[config.mk]
export PLATFORM = sky130hd
export DESIGN_NAME = protobuf_float_list_extract
export DESIGN_NICKNAME = d
export VERILOG_FILES = /design/src/rtl/pfle_pkg.sv /design/src/rtl/pfle_varint.sv /design/src/rtl/pfle_parser.sv /design/src/rtl/protobuf_float_list_extract.sv
export SDC_FILE = /design/constraint.sdc
export NUM_CORES = 1
export LEC_CHECK = 0
export BUFFER_PORTS_ARGS = -buffer_cell sky130_fd_sc_hd__buf_2
export CORE_UTILIZATION = 50
export CTS_CLUSTER_DIAMETER = 80
export CTS_CLUSTER_SIZE = 28
export DETAILED_ROUTE_END_ITERATION = 7
export PLACE_DENSITY = 0.69
export SLEW_MARGIN = 20
export SYNTH_ARGS = -nofsm -noshare
export SYNTH_HDL_FRONTEND = slang
export SYNTH_HIERARCHICAL = 1
export SYNTH_SLANG_ARGS = --single-unit
[constraint.sdc]
create_clock -name clock -period 7.58 [get_ports clock]
set_clock_uncertainty 0.1 [all_clocks]
set_input_delay 1.137 -clock clock [delete_from_list [all_inputs] [get_ports clock]]
set_output_delay 1.137 -clock clock [all_outputs]
set_load 0.05 [all_outputs]
[src/rtl/pfle_pkg.sv]
package pfle_pkg;

   // message geometry
   localparam int unsigned MAX_MSG_BYTES = 65536;
   localparam int          LEFT_W        = 17;
   localparam int          COUNT_W       = 5;
   localparam logic [COUNT_W-1:0] VALUE_LIMIT = 5'd16;
   localparam logic [COUNT_W-1:0] MAX_VALUES_RST = 5'd4;

   // varint accumulator keeps the low bits exactly, the rest as a sticky flag
   localparam int          ACC_W            = 17;
   localparam logic [3:0]  VARINT_LAST_SHIFT = 4'd9;

   // field we collect
   localparam logic [ACC_W-4:0] FLOAT_FIELD = 14'd1;

   // wire types
   localparam logic [2:0] WT_VARINT = 3'd0;
   localparam logic [2:0] WT_I64    = 3'd1;
   localparam logic [2:0] WT_LEN    = 3'd2;
   localparam logic [2:0] WT_I32    = 3'd5;

   // fixed entry sizes
   localparam logic [LEFT_W-1:0] I64_BYTES = 17'd8;
   localparam logic [LEFT_W-1:0] I32_BYTES = 17'd4;

   // stop causes
   localparam logic [2:0] STOP_CLEAN      = 3'd0;
   localparam logic [2:0] STOP_MAX        = 3'd1;
   localparam logic [2:0] STOP_BAD_VARINT = 3'd2;
   localparam logic [2:0] STOP_BAD_WIRE   = 3'd3;
   localparam logic [2:0] STOP_OVERRUN    = 3'd4;

   typedef enum logic [1:0] {
      PH_KEY   = 2'd0,
      PH_VSKIP = 2'd1,
      PH_LEN   = 2'd2,
      PH_SPAN  = 2'd3
   } phase_type;

   typedef struct packed {
      logic             done;
      logic             overflow;
      logic [ACC_W-1:0] value_lo;
      logic             value_hi;
      logic [ACC_W-1:0] acc_lo_next;
      logic             hi_next;
      logic [3:0]       shift_next;
   } varint_res_type;

   typedef struct packed {
      logic               produce;
      logic               has_value;
      logic [31:0]        value_bits;
      logic [3:0]         value_index;
      logic               is_final;
      logic [COUNT_W-1:0] value_count;
      logic [2:0]         stop_cause;
   } result_type;

endpackage

[src/rtl/pfle_varint.sv]
module pfle_varint (
   input  logic [7:0]                 data_byte,
   input  logic [3:0]                 shift,
   input  logic [pfle_pkg::ACC_W-1:0] acc_lo,
   input  logic                       acc_hi,
   output pfle_pkg::varint_res_type   res
);

   logic [6:0]                 group;
   logic [pfle_pkg::ACC_W-1:0] lo_new;
   logic                       hi_add;

   assign group = data_byte[6:0];

   // place the 7-bit group; bits above the kept window only set the flag
   always_comb begin
      lo_new = acc_lo;
      hi_add = 1'b0;
      case (shift) inside
         4'd0: lo_new[6:0] = acc_lo[6:0] | group;
         4'd1: lo_new[13:7] = acc_lo[13:7] | group;
         4'd2: begin
            lo_new[16:14] = acc_lo[16:14] | group[2:0];
            hi_add = |group[6:3];
         end
         [4'd3:4'd8]: hi_add = |group;
         4'd9: hi_add = group[0];
         default: hi_add = 1'b0;
      endcase
   end

   // completion, overflow and next accumulator
   always_comb begin
      res.value_lo = lo_new;
      res.value_hi = acc_hi | hi_add;
      res.done     = ~data_byte[7];
      res.overflow = data_byte[7] && (shift >= pfle_pkg::VARINT_LAST_SHIFT);
      if (res.done) begin
         res.acc_lo_next = '0;
         res.hi_next     = 1'b0;
         res.shift_next  = 4'd0;
      end else begin
         res.acc_lo_next = lo_new;
         res.hi_next     = acc_hi | hi_add;
         res.shift_next  = 4'(shift + 4'd1);
      end
   end

endmodule

[src/rtl/pfle_parser.sv]
module pfle_parser (
   input  logic                                 clock,
   input  logic                                 reset,
   input  logic                                 step,
   input  logic [7:0]                           data_byte,
   input  logic [pfle_pkg::LEFT_W-1:0]          bytes_left,
   input  logic [pfle_pkg::COUNT_W-1:0]         max_values,
   output pfle_pkg::result_type                 result
);

   pfle_pkg::phase_type                phase_ff, phase_in;
   logic [pfle_pkg::ACC_W-1:0]         acc_lo_ff, acc_lo_in;
   logic                               acc_hi_ff, acc_hi_in;
   logic [3:0]                         shift_ff, shift_in;
   logic                               fone_ff, fone_in;
   logic [pfle_pkg::LEFT_W-1:0]        span_ff, span_in;
   logic [23:0]                        word_ff, word_in;
   logic [1:0]                         pos_ff, pos_in;
   logic [pfle_pkg::COUNT_W-1:0]       count_ff, count_in;
   logic                               halted_ff, halted_in;
   logic [2:0]                         cause_ff, cause_in;

   pfle_pkg::varint_res_type           vr;
   logic                               last;
   logic [pfle_pkg::LEFT_W-1:0]        rem;
   logic [pfle_pkg::COUNT_W-1:0]       lim;
   logic                               has;
   logic [31:0]                        val;
   logic [3:0]                         idx;
   logic [2:0]                         wt;
   logic                               f1;
   logic [2:0]                         end_cause;

   localparam logic [pfle_pkg::LEFT_W-1:0] MAX_LEFT = pfle_pkg::LEFT_W'(pfle_pkg::MAX_MSG_BYTES);

   pfle_varint u_varint (
      .data_byte (data_byte),
      .shift     (shift_ff),
      .acc_lo    (acc_lo_ff),
      .acc_hi    (acc_hi_ff),
      .res       (vr)
   );

   // byte position, value limit, wire type and field match
   always_comb begin
      last = (bytes_left <= pfle_pkg::LEFT_W'(1));
      if (bytes_left == '0) begin
         rem = '0;
      end else if (bytes_left > MAX_LEFT) begin
         rem = MAX_LEFT - pfle_pkg::LEFT_W'(1);
      end else begin
         rem = bytes_left - pfle_pkg::LEFT_W'(1);
      end
      lim = (max_values > pfle_pkg::VALUE_LIMIT) ? pfle_pkg::VALUE_LIMIT : max_values;
      wt  = vr.value_lo[2:0];
      f1  = ~vr.value_hi && (vr.value_lo[pfle_pkg::ACC_W-1:3] == pfle_pkg::FLOAT_FIELD);
   end

   // next state
   always_comb begin
      phase_in  = phase_ff;
      acc_lo_in = acc_lo_ff;
      acc_hi_in = acc_hi_ff;
      shift_in  = shift_ff;
      fone_in   = fone_ff;
      span_in   = span_ff;
      word_in   = word_ff;
      pos_in    = pos_ff;
      count_in  = count_ff;
      halted_in = halted_ff;
      cause_in  = cause_ff;
      has       = 1'b0;
      val       = '0;
      idx       = '0;

      // limit already met (or zero) stops before the byte is looked at
      if (!halted_ff && (count_ff >= lim)) begin
         halted_in = 1'b1;
         cause_in  = pfle_pkg::STOP_MAX;
      end

      if (!halted_in) begin
         if (phase_ff == pfle_pkg::PH_SPAN) begin
            span_in = span_ff - pfle_pkg::LEFT_W'(1);
            if (fone_ff) begin
               case (pos_ff)
                  2'd0: word_in[7:0]   = data_byte;
                  2'd1: word_in[15:8]  = data_byte;
                  2'd2: word_in[23:16] = data_byte;
                  default: begin
                     has      = 1'b1;
                     val      = {data_byte, word_ff};
                     idx      = count_ff[3:0];
                     count_in = pfle_pkg::COUNT_W'(count_ff + pfle_pkg::COUNT_W'(1));
                     word_in  = '0;
                     if (count_in >= lim) begin
                        halted_in = 1'b1;
                        cause_in  = pfle_pkg::STOP_MAX;
                     end
                  end
               endcase
               pos_in = 2'(pos_ff + 2'd1);
            end
            if (span_in == '0) begin
               phase_in = pfle_pkg::PH_KEY;
               fone_in  = 1'b0;
               pos_in   = '0;
               word_in  = '0;
            end
         end else begin
            acc_lo_in = vr.acc_lo_next;
            acc_hi_in = vr.hi_next;
            shift_in  = vr.shift_next;
            if (vr.overflow) begin
               halted_in = 1'b1;
               cause_in  = pfle_pkg::STOP_BAD_VARINT;
            end else if (vr.done) begin
               unique case (phase_ff)
                  pfle_pkg::PH_KEY: begin
                     if (wt == pfle_pkg::WT_VARINT) begin
                        phase_in = pfle_pkg::PH_VSKIP;
                     end else if (wt == pfle_pkg::WT_LEN) begin
                        fone_in  = f1;
                        phase_in = pfle_pkg::PH_LEN;
                     end else if (wt == pfle_pkg::WT_I64 || wt == pfle_pkg::WT_I32) begin
                        if (rem < ((wt == pfle_pkg::WT_I64) ? pfle_pkg::I64_BYTES
                                                              : pfle_pkg::I32_BYTES)) begin
                           halted_in = 1'b1;
                           cause_in  = pfle_pkg::STOP_OVERRUN;
                        end else begin
                           fone_in  = f1 && (wt == pfle_pkg::WT_I32);
                           pos_in   = '0;
                           word_in  = '0;
                           span_in  = (wt == pfle_pkg::WT_I64) ? pfle_pkg::I64_BYTES
                                                                : pfle_pkg::I32_BYTES;
                           phase_in = pfle_pkg::PH_SPAN;
                        end
                     end else begin
                        halted_in = 1'b1;
                        cause_in  = pfle_pkg::STOP_BAD_WIRE;
                     end
                  end
                  pfle_pkg::PH_VSKIP: phase_in = pfle_pkg::PH_KEY;
                  pfle_pkg::PH_LEN: begin
                     if (vr.value_hi || (vr.value_lo > rem)) begin
                        halted_in = 1'b1;
                        cause_in  = pfle_pkg::STOP_OVERRUN;
                     end else begin
                        pos_in  = '0;
                        word_in = '0;
                        if (vr.value_lo == '0) begin
                           phase_in = pfle_pkg::PH_KEY;
                           fone_in  = 1'b0;
                        end else begin
                           span_in  = vr.value_lo;
                           phase_in = pfle_pkg::PH_SPAN;
                        end
                     end
                  end
                  default: phase_in = phase_ff;
               endcase
            end
         end
      end
   end

   // stop cause seen on the last byte
   always_comb begin
      if (!last || halted_in) begin
         end_cause = cause_in;
      end else if (shift_in != 4'd0) begin
         end_cause = pfle_pkg::STOP_BAD_VARINT;
      end else if (phase_in == pfle_pkg::PH_KEY) begin
         end_cause = pfle_pkg::STOP_CLEAN;
      end else if (phase_in == pfle_pkg::PH_SPAN) begin
         end_cause = pfle_pkg::STOP_OVERRUN;
      end else begin
         end_cause = pfle_pkg::STOP_BAD_VARINT;
      end
   end

   // result word
   always_comb begin
      result.produce     = has || last;
      result.has_value   = has;
      result.value_bits  = val;
      result.value_index = idx;
      result.is_final    = last;
      result.value_count = last ? count_in : '0;
      result.stop_cause  = last ? end_cause : pfle_pkg::STOP_CLEAN;
   end

   // parser state; the last byte returns everything to the idle values
   always_ff @(posedge clock) begin
      if (reset || (step && last)) begin
         phase_ff  <= pfle_pkg::PH_KEY;
         acc_lo_ff <= '0;
         acc_hi_ff <= 1'b0;
         shift_ff  <= '0;
         fone_ff   <= 1'b0;
         span_ff   <= '0;
         word_ff   <= '0;
         pos_ff    <= '0;
         count_ff  <= '0;
         halted_ff <= 1'b0;
         cause_ff  <= pfle_pkg::STOP_CLEAN;
      end else if (step) begin
         phase_ff  <= phase_in;
         acc_lo_ff <= acc_lo_in;
         acc_hi_ff <= acc_hi_in;
         shift_ff  <= shift_in;
         fone_ff   <= fone_in;
         span_ff   <= span_in;
         word_ff   <= word_in;
         pos_ff    <= pos_in;
         count_ff  <= count_in;
         halted_ff <= halted_in;
         cause_ff  <= cause_in;
      end
   end

endmodule

[src/rtl/protobuf_float_list_extract.sv]
// Protobuf float-list extractor. Feed one message byte per req word together
// with the count of bytes left in the message (this byte included; 1 or 0
// marks the last byte). Field 1 entries sent as fixed32 or as a packed run
// come out as raw 32-bit float words, one rsp word per completed value, and
// the last byte always yields an rsp word carrying is_final, the value count
// and the stop cause. Each byte is held in the input register, parsed
// against the parser registers in a single pass and placed in the output
// register, so a new byte is taken every cycle while rsp is not stalled.
// rsp_valid rises when the accepted byte moves from the input register into
// the output register. csr_max_values sets the value limit (reset 4, above
// 16 acts as 16) and is to be written only between messages by the user;
// the block itself does not enforce this.
module protobuf_float_list_extract (
   input  logic                                 clock,
   input  logic                                 reset,

   input  logic                                 req_valid,
   output logic                                 req_stall,
   input  logic [7:0]                           req_data_byte,
   input  logic [pfle_pkg::LEFT_W-1:0]          req_bytes_left,

   output logic                                 rsp_valid,
   input  logic                                 rsp_stall,
   output logic                                 rsp_has_value,
   output logic [31:0]                          rsp_value_bits,
   output logic [3:0]                           rsp_value_index,
   output logic                                 rsp_is_final,
   output logic [pfle_pkg::COUNT_W-1:0]         rsp_value_count,
   output logic [2:0]                           rsp_stop_cause,

   input  logic                                 csr_valid,
   output logic                                 csr_ready,
   input  logic [pfle_pkg::COUNT_W-1:0]         csr_max_values
);

   logic                               in_valid_ff, in_valid_in;
   logic [7:0]                         in_byte_ff;
   logic [pfle_pkg::LEFT_W-1:0]        in_left_ff;
   logic                               out_valid_ff, out_valid_in;
   pfle_pkg::result_type               out_ff;
   logic [pfle_pkg::COUNT_W-1:0]       max_ff;
   pfle_pkg::result_type               result;
   logic                               accept;
   logic                               advance;

   // config register
   assign csr_ready = 1'b1;

   always_ff @(posedge clock) begin
      if (reset) begin
         max_ff <= pfle_pkg::MAX_VALUES_RST;
      end else if (csr_valid && csr_ready) begin
         max_ff <= csr_max_values;
      end
   end

   // flow control: the held byte moves on when the output slot frees up
   assign advance   = in_valid_ff && (!out_valid_ff || !rsp_stall);
   assign req_stall = in_valid_ff && !advance;
   assign accept    = req_valid && !req_stall;

   always_comb begin
      in_valid_in = in_valid_ff;
      if (accept) begin
         in_valid_in = 1'b1;
      end else if (advance) begin
         in_valid_in = 1'b0;
      end

      out_valid_in = out_valid_ff;
      if (advance) begin
         out_valid_in = result.produce;
      end else if (out_valid_ff && !rsp_stall) begin
         out_valid_in = 1'b0;
      end
   end

   // input register
   always_ff @(posedge clock) begin
      if (reset) begin
         in_valid_ff <= 1'b0;
      end else begin
         in_valid_ff <= in_valid_in;
      end
      if (accept) begin
         in_byte_ff <= req_data_byte;
         in_left_ff <= req_bytes_left;
      end
   end

   pfle_parser u_parser (
      .clock      (clock),
      .reset      (reset),
      .step       (advance),
      .data_byte  (in_byte_ff),
      .bytes_left (in_left_ff),
      .max_values (max_ff),
      .result     (result)
   );

   // output register
   always_ff @(posedge clock) begin
      if (reset) begin
         out_valid_ff <= 1'b0;
      end else begin
         out_valid_ff <= out_valid_in;
      end
      if (advance) begin
         out_ff <= result;
      end
   end

   assign rsp_valid       = out_valid_ff;
   assign rsp_has_value   = out_ff.has_value;
   assign rsp_value_bits  = out_ff.value_bits;
   assign rsp_value_index = out_ff.value_index;
   assign rsp_is_final    = out_ff.is_final;
   assign rsp_value_count = out_ff.value_count;
   assign rsp_stop_cause  = out_ff.stop_cause;

endmodule

# ---- Yosys cells after proc, flatten, opt, wreduce, memory -nomap -nowiden
# Cells that the tools add are included.
dict set report op_classes {
  muxes 120
  n_bitwise 8
  n_reduce_logical 48
  add_sub_neg 5
  order_cmp 10
  eq_ne 29
}
# op n
set op_table {}
lappend op_table {{2-to-1 mux 24 bit} 10}
lappend op_table {{2-to-1 mux 17 bit} 11}
lappend op_table {{2-to-1 mux 3 bit} 20}
lappend op_table {{logical NOT 17 bit} 3}
lappend op_table {{one-hot mux 24 bit (2 select lines)} 1}
lappend op_table {{one-hot mux 8 bit (2 select lines)} 3}
lappend op_table {{2-to-1 mux 2 bit} 21}
lappend op_table {{2-to-1 mux 1 bit} 36}
lappend op_table {{AND reduction 12 bit} 3}
lappend op_table {{one-hot mux 17 bit (2 select lines)} 1}
lappend op_table {{subtractor 17 x 1 -> 17 bit, second input constant} 2}
lappend op_table {{AND reduction 11 bit} 3}
lappend op_table {{2-to-1 mux 5 bit} 5}
lappend op_table {{2-to-1 mux 22 bit} 1}
lappend op_table {{2-to-1 mux 7 bit} 3}
lappend op_table {{!= test 3 x 2 -> 1 bit, second input constant} 6}
lappend op_table {{greater-than comparator 17 bit} 1}
lappend op_table {{greater-than comparator 17 bit, second input constant} 1}
lappend op_table {{less-or-equal comparator 17 x 1 -> 1 bit, second input constant} 1}
lappend op_table {{less-than comparator 17 bit} 1}
lappend op_table {{equality test 14 x 1 -> 1 bit, second input constant} 1}
lappend op_table {{OR 7 bit} 2}
lappend op_table {{2-to-1 mux 4 bit} 3}
lappend op_table {{greater-or-equal comparator 5 bit} 2}
lappend op_table {{other kinds (43)} 79}
dict set report totals {
  in_bits 35
  regBits 155
  elab_cells 244
  out_inout_bits 49
}

# ---- Longest topological paths before layout
# Gate-level depths: netlist of the first run.
dict set report depth {
  depth_word 19
  mapped_depth 23
}

# ---- By module
# The synthesis of the first run kept the hierarchy.
# module cells_each seq_area_each_um2 instances area_per_inst_um2
set modules_own_cells {}
lappend modules_own_cells {pfle_parser 808 1541.5 1 5870.6}
lappend modules_own_cells {protobuf_float_list_extract 99 2272.2 1 2407.3}
lappend modules_own_cells {pfle_varint 70 0.0 1 495.5}

# ---- Worst setup path after synthesis of the first run
# OpenSTA, ideal clock, no wires.
dict set report synth_timing {
  path_type {in2reg}
  start {in rsp_stall}
  end {reg u_parser/span_ff[9] in the netlist's numbering}
  setup_time_ns 0.071
  path_buffers 0
  slack_ns 2.000
  arrival_time_ns 5.410
  path_stages 7
  cell_sequence {a21boi_1 -> and2_1 -> o221ai_1 -> a2111oi_2 -> nor2_1 -> or4_1 -> a21oi_1}
}
dict set report synth_via {
  elab_chain_cells 5
  elab_cells_between_ends 6
  classes_between {reduce/logical: 6}
}
# element line
set synth_lines {}
lappend synth_lines {{start: declaration} protobuf_float_list_extract.sv:23} ;# input logic rsp_stall,
lappend synth_lines {{logical NOT 1 bit (*)} protobuf_float_list_extract.sv:58} ;# assign advance = in_valid_ff && (!out_valid_ff || !rsp_stall);
lappend synth_lines {{logical OR 1 bit (*)} protobuf_float_list_extract.sv:58}
lappend synth_lines {{logical AND 1 bit (*)} protobuf_float_list_extract.sv:58}
lappend synth_lines {{parallel branches: the longest is 2 deep, another holds AND reduction 11 bit} n/a}
lappend synth_lines {{end signal: assignment} pfle_parser.sv:213} ;# span_ff <= span_in;
lappend synth_lines {{end: declaration} pfle_parser.sv:16} ;# logic [pfle_pkg::LEFT_W-1:0] span_ff, span_in;
# Mark *: on every way between the ends.
# A chain may end at the register's enable or synchronous reset.

# ---- Final worst setup path of the first run
dict set report layout_timing {
  start {reg in_left_ff[6] in the netlist's numbering}
  end {reg u_parser.word_ff[2]}
}
dict set report layout_via {
  elab_chain_cells 7
  elab_cells_between_ends 14
  classes_between {add/sub: 1; order compare: 4; eq/ne: 2; mux: 2; reduce/logical: 5}
}
# element line
set layout_lines {}
lappend layout_lines {{start: declaration} protobuf_float_list_extract.sv:38} ;# logic [pfle_pkg::LEFT_W-1:0] in_left_ff;
lappend layout_lines {{start signal: assignment} protobuf_float_list_extract.sv:87} ;# in_left_ff <= req_bytes_left;
lappend layout_lines {{subtractor 17 x 1 -> 17 bit / greater-than comparator 17 bit (equally long branches)} {pfle_parser.sv:52, pfle_parser.sv:49}}
lappend layout_lines {{2-to-1 mux 17 bit} pfle_parser.sv:49} ;# end else if (bytes_left > MAX_LEFT) begin
lappend layout_lines {{2-to-1 mux 17 bit} pfle_parser.sv:47} ;# if (bytes_left == '0) begin
lappend layout_lines {{greater-than comparator 17 bit} pfle_parser.sv:145} ;# if (vr.value_hi || (vr.value_lo > rem)) begin
lappend layout_lines {{logical OR 1 bit} pfle_parser.sv:145}
lappend layout_lines {{!= test 3 x 2 -> 1 bit (no line)} n/a}
lappend layout_lines {{AND reduction 12 bit (no line)} n/a}
lappend layout_lines {{end signal: assignment} pfle_parser.sv:214} ;# word_ff <= word_in;
lappend layout_lines {{end: declaration} pfle_parser.sv:17} ;# logic [23:0] word_ff, word_in;
# Parallel ways exist; a longest one is shown, timed or not.

==> impl_metrics.ini, run 1 <==
[clock_network]
cts_buffers = 17
path_clk_slew_ps = 70
root_buffer = clkbuf_16
post_cts_buffers = 0
cts.sinks = 155
postCtsResizedCells = 0
clkLatencyLatePin_ps = 420
cts_hold_buf = 0
clockBufferDepth = 2
htree_levels = 4
cts_tree = built

[critical_path]
crit_required_ps = 7820
crit_arrival_ps = 6450
start_kind = register
criticalPathCategory = reg -> reg
cp-end-kind = register
critPathMaxFanout = 9

[sta]
finalHoldViolCount = 0
period_needed_ps = 6210
grt_setup_unrepaired = false
slew_violations = 0
slew_headroom = 0.301
worst_pin_slew_ps = 1050
fin_crit_sh = 0.819
whs_ps = 355
setup_violations = 0
tns_ps = 0
max_freq_mhz = 161

[pwr]
p_leak_nw = 3.84
power_density_nw_per_um2 = 204
vdd_drop_max_mv = 0.149

[die]
ios = 84
die_x_um = 134
die_area_um2 = 18100
start_util = 0.509
dieHeight_um = 134
core_um2 = 17200
rows = 48

[layout]
fin_nets = 1113
fin_area_um2 = 9930
diodes = 0
num-fill-cells = 1495
fin_util = 0.576
multiInputGateArea_um2 = 4630
ff_latch_area_um2 = 3810
area_delta_synth_final_pct = 13.2
drive_above_1_share = 0.140

[grt]
grt_pass1_vias = 6781
grt_max_degree = 60
grt_antenna_before_repair = 0
grt_pass1_wl_um = 33400
track_usage = 0.232
grt_overflow = 0

[route]
dr.first_iter.drc_count = 499
first_pass_iters = 5
totalWireLength_um = 20500
wl_met2_um = 9700
vias = 7349
ant_nets = 0
post_drt_wl_per_cell_um = 16.1
highest_layer = met4
routed-wl-met3_um = 1000
route.detailed.drc = 0
wirelength_met1_um = 9310
vias_per_cell = 5.78

[run_status]
outcome = finished clean

[yosys]
syn-num-nets = 1056
synth-seq-cells = 155
async_reset_ff_frac = 0
synth_area_leaders = edfxtp_1 (24%), dfxtp_1 (19%), ha_1 (6.3%), nand2_1 (5.6%), and2_1 (4.3%)
syn_area_um2 = 8770
synthCells = 977
synth_edf_count = 71
seq_area_frac_synth = 0.435
synth_area_leader_cell = edfxtp_1
yosys_warnings = 6
avgSynthCellArea_um2 = 8.98
synth_cell_type_count = 72
synth_top_area_share = 0.243
synthTopCellsByCount = nand2_1 (130), dfxtp_1 (84), nor2_1 (81)
yosysMostFrequentCell = nand2_1
synthFlopType = dfxtp_1

[min_path]
min_path_type = reg -> reg

[job]
cap_violations = 0

[placement]
gpl.final_weighted_congestion = 0.907
port_buffers = 82
place_hpwl_um = 14300
postPlaceCellArea_um2 = 9330
## through the flow
stage          power [mW]  std cells  setup slack (ps)
2_1_floorplan        1.13        977              2000
3_3_place_gp         1.20       1240              1610
3_5_place_dp         1.20       1240              1460
4_1_cts              2.04       1272              1420
5_1_grt              2.11       1272              1020
6_report             2.03       1272              1370
## layout by cell type (no fill, tap or decap), types with 10 or more instances in the layout
master	netlist	final
or3_1	10	10
xor2_1	10	10
buf_2	5	82
clkbuf_16	0	17
mux2i_1	35	35
a211oi_1	10	10
o21ai_0	37	37
and2_1	61	61
a21oi_1	67	66
nor3_1	22	22
ha_1	44	44
a21o_1	19	18
xnor2_1	14	14
inv_1	33	33
nand2_1	130	130
edfxtp_1	71	71
dfxtp_1	84	84
nand3_1	43	43
nor4_1	17	17
buf_4	3	10
nor2_1	81	79
## where the power goes
part           internal (mW)  total [mW]  switching [mW]
clock network          0.445       0.836           0.391
logic                 0.0860       0.255           0.169
registers              0.899       0.935          0.0358
total                   1.43        2.03           0.596
## worst max-delay path, stage by stage, from the launching register on
cell	delay [ps]
edfxtp_1	480
or4_1	700
or4_1	600
or3_1	380
xor2_1	160
nand2_1	70
nand2_1	60
ha_1	300
nand4_1	110
or3_1	430
or4_1	530
o31ai_1	170
o221ai_1	370
a211oi_1	310
o21ai_1	220
a21oi_1	860
mux2i_1	280
## final timing paths
check | from | endpoint | slack (ps) | depth (start not counted)
worst max register to register | in_left_ff[6]$_DFFE_PP_ | u_parser/word_ff[2]$_SDFFE_PP0P_ | 1370 | 16
worst min-delay path | u_parser/word_ff[21]$_SDFFE_PP0P_ | u_parser/word_ff[21]$_SDFFE_PP0P_ | 360 | 2
worst max-delay path | in_left_ff[6]$_DFFE_PP_ | u_parser/word_ff[2]$_SDFFE_PP0P_ | 1370 | 16
worst min register to register | u_parser/word_ff[21]$_SDFFE_PP0P_ | u_parser/word_ff[21]$_SDFFE_PP0P_ | 360 | 2
## routing by layer
layer / up-vias / GRT usage
met2: 221 / 0.389
met1: 3446 / 0.299
met3: 42 / 0.0398
li1: 3640 / -
met5: - / 0
met4: 0 / 0.0893
## state kept, by name, indices dropped and copies added, names as in the netlist, 2 cells and up
name / count
u_parser/pos_ff: 2
u_parser/phase_ff: 2
rsp_value_count: 5
in_left_ff: 17
in_byte_ff: 8
rsp_value_bits: 32
u_parser/count_ff: 5
max_ff: 5
rsp_stop_cause: 3
u_parser/acc_lo_ff: 17
u_parser/cause_ff: 3
u_parser/word_ff: 24
u_parser/shift_ff: 4
u_parser/span_ff: 17
rsp_value_index: 4
## kinds of logic (layout without fill, tap and decap cells)
logic type | after synthesis | count (layout) | share of synthesized area
AO/OA/AOI/OAI | 209 | 209 | 0.157
XOR/XNOR | 24 | 24 | 0.0240
adder cells (fa/ha/maj) | 45 | 45 | 0.0639
buffers and inverters | 87 | 157 | 0.0409
flip-flops | 155 | 155 | 0.435
multiplexers | 35 | 35 | 0.0399
other | 2 | 2 | 0.000856
AND/OR/NAND/NOR | 420 | 420 | 0.239
## final cells by class
cell class              instances  area share
multi-input cells             735       0.466
clock buffers                  17      0.0428
flip-flops and latches        155       0.384
well taps                     225      0.0284
clock inverters                15      0.0170
inverters                      33      0.0125
repair buffers                 92      0.0489
No activity file was read; power rests on OpenSTA's default activity.
==> inputs of run 2 (changes only) <==
- ABC_AREA: not set -> 1
- clock period: 7.58 -> 6.15 ns (I/O delays scaled with it)
==> impl_metrics.ini, run 2 <==
[pwr]
finalPower_mw = 2.81
p_leak_nw = 4.96
vdd_drop_max_mv = 0.223
power_density_nw_per_um2 = 270

[sta]
fin_crit_sh = 0.740
finalHoldViolCount = 0
fin_ws_ps = 1600
tns_ps = 0
setup_violations = 0
worst_pin_slew_ps = 849
slew_headroom = 0.434
whs_ps = 379
grt_setup_unrepaired = false
period_needed_ps = 4550
max_freq_mhz = 220
slew_violations = 0

[die]
start_util = 0.513
die_x_um = 138
die_area_um2 = 19100
core_um2 = 18000
rows = 49
ios = 84
dieHeight_um = 138

[layout]
mostFrequentLayoutCells = nand2_1 (257), nor2_1 (218), inv_1 (180), dfxtp_1 (84), buf_2 (82)
fin_area_um2 = 10400
area_delta_synth_final_pct = 12.6
final_common_cell = nand2_1
largest_reg_flops = 32
multiInputGateArea_um2 = 4550
fin_util = 0.578
layout.cells.non_filler = 1561
num-fill-cells = 1708
diodes = 0
drive_above_1_share = 0.132
fin_nets = 1398
ff_latch_area_um2 = 3810

[yosys]
synthTopCellsByCount = nand2_1 (257), nor2_1 (218), inv_1 (180)
yosysMostFrequentCell = nand2_1
yosys_warnings = 6
seq_area_frac_synth = 0.412
syn-num-nets = 1323
synth_top_family_by_area = simple AND/OR/NAND/NOR gates
syn_area_um2 = 9250
synth_area_leaders = edfxtp_1 (23%), dfxtp_1 (18%), nand2_1 (10%), nor2_1 (8.8%), inv_1 (7.3%)
synth_area_leader_cell = edfxtp_1
synth-seq-cells = 155
yosys.area_share.simple = 0.289
async_reset_ff_frac = 0
synth_adder_area_share = 0.0595
synthFlopType = dfxtp_1
synth_top_area_share = 0.230
synth_compound_area_frac = 0.120
synth_mux_area_frac = 0
synth_cell_type_count = 54
synthCells = 1244
synth_xor_area_frac = 0.0199
avgSynthCellArea_um2 = 7.44
synth_edf_count = 71

[grt]
grt_pass1_wl_um = 35100
grtUsageMet3 = 0.0346
grt_util_met2 = 0.370
top_usage_layer = met2
grt_use_met1 = 0.313
grt_antenna_before_repair = 0
grt_overflow = 0
grt_max_degree = 69
grt_pass1_vias = 7238
track_usage = 0.226

[placement]
port_buffers = 82
post-place-ws_ps = 1760
postPlaceCellArea_um2 = 9820
dp.cells = 1529
place_hpwl_um = 15600
gpl.final_weighted_congestion = 0.953

[clock_network]
postCtsResizedCells = 0
clkLatencyLatePin_ps = 430
htree_levels = 4
cts_tree = built
path_clk_slew_ps = 70
cts.sinks = 155
clockBufferDepth = 2
cts_buffers = 17
cts_hold_buf = 0
root_buffer = clkbuf_16
post_cts_buffers = 0

[route]
vias = 8060
ant_nets = 0
totalWireLength_um = 21400
dr.first_iter.drc_count = 631
first_pass_iters = 5
vias_per_cell = 5.16
route.detailed.drc = 0
post_drt_wl_per_cell_um = 13.7

[critical_path]
critPathMaxStageDelay_ps = 530
critical_path.most_common_cell = nand2_1
crit_buf_inv = 1
cp_slowest_cell = a21oi_1
crit_arrival_ps = 4740
critPathMaxFanout = 34
cp-end-kind = register
crit_chain = inv_1, ha_1, nand2_4, nor2_8, nand3_4, nand2_1, a21boi_0, ha_1, a21oi_1, nor2_1, nor3_1, nand2_1, nand2_1, nand3_1, o41ai_2, nand2_1, a21oi_1, nand3_4, o21ai_0, a21oi_1
crit_required_ps = 6340
criticalPathCategory = reg -> reg
critPathTopFamily = simple AND/OR/NAND/NOR gates
start_kind = register
r2r_slack_ps = 1600

[run_status]
outcome = finished clean

[job]
cap_violations = 0

[min_path]
min_path_type = reg -> reg
[run 2: worst register-to-register path, cell delays in order, from the launching register on]
cell and delay [ps]:
edfxtp_1 440, inv_1 120, ha_1 300, nand2_4 120
nor2_8 180, nand3_4 190, nand2_1 160, a21boi_0 210
ha_1 270, a21oi_1 130, nor2_1 50, nor3_1 130
nand2_1 90, nand2_1 70, nand3_1 70, o41ai_2 90
nand2_1 210, a21oi_1 530, nand3_4 510, o21ai_0 360
a21oi_1 70
[run 2: area by class of cell]
class / instances / share of cell area
well taps: 229 / 0.0275
inverters: 190 / 0.0684
repair buffers: 88 / 0.0437
multi-input cells: 867 / 0.437
clock inverters: 15 / 0.0169
flip-flops and latches: 155 / 0.366
clock buffers: 17 / 0.0408
[run 2: path summary, 6_finish.rpt]
check                           from                           endpoint  cells past startpoint
max          in_left_ff[0]$_DFFE_PP_  u_parser/span_ff[13]$_SDFFE_PP0P_                     20
max reg2reg  in_left_ff[0]$_DFFE_PP_  u_parser/span_ff[13]$_SDFFE_PP0P_                     20
min reg2reg   max_ff[2]$_SDFFE_PP1P_             max_ff[2]$_SDFFE_PP1P_                      2
min           max_ff[2]$_SDFFE_PP1P_             max_ff[2]$_SDFFE_PP1P_                      2
[run 2: power by group]
group | internal [mW] | leakage (nW) | switching, mW | total (mW)
registers | 1.13 | 1.37 | 0.0386 | 1.17
clock network | 0.547 | 0.285 | 0.493 | 1.04
logic | 0.180 | 3.30 | 0.421 | 0.601
[run 2: cells by family after synthesis]
group                    after synthesis
adder cells (fa/ha/maj)               44
other                                  2
XOR/XNOR                              21
buffers and inverters                222
AND/OR/NAND/NOR                      605
AO/OA/AOI/OAI                        195
flip-flops                           155
[run 2: per-layer routing]
layer | wire [µm] | up-vias | share of wire
li1 | - | 4166 | -
met3 | 931 | 20 | 0.044
met4 | 247 | 0 | 0.012
met1 | 10200 | 3659 | 0.48
met5 | 0 | - | 0
met2 | 10000 | 215 | 0.47
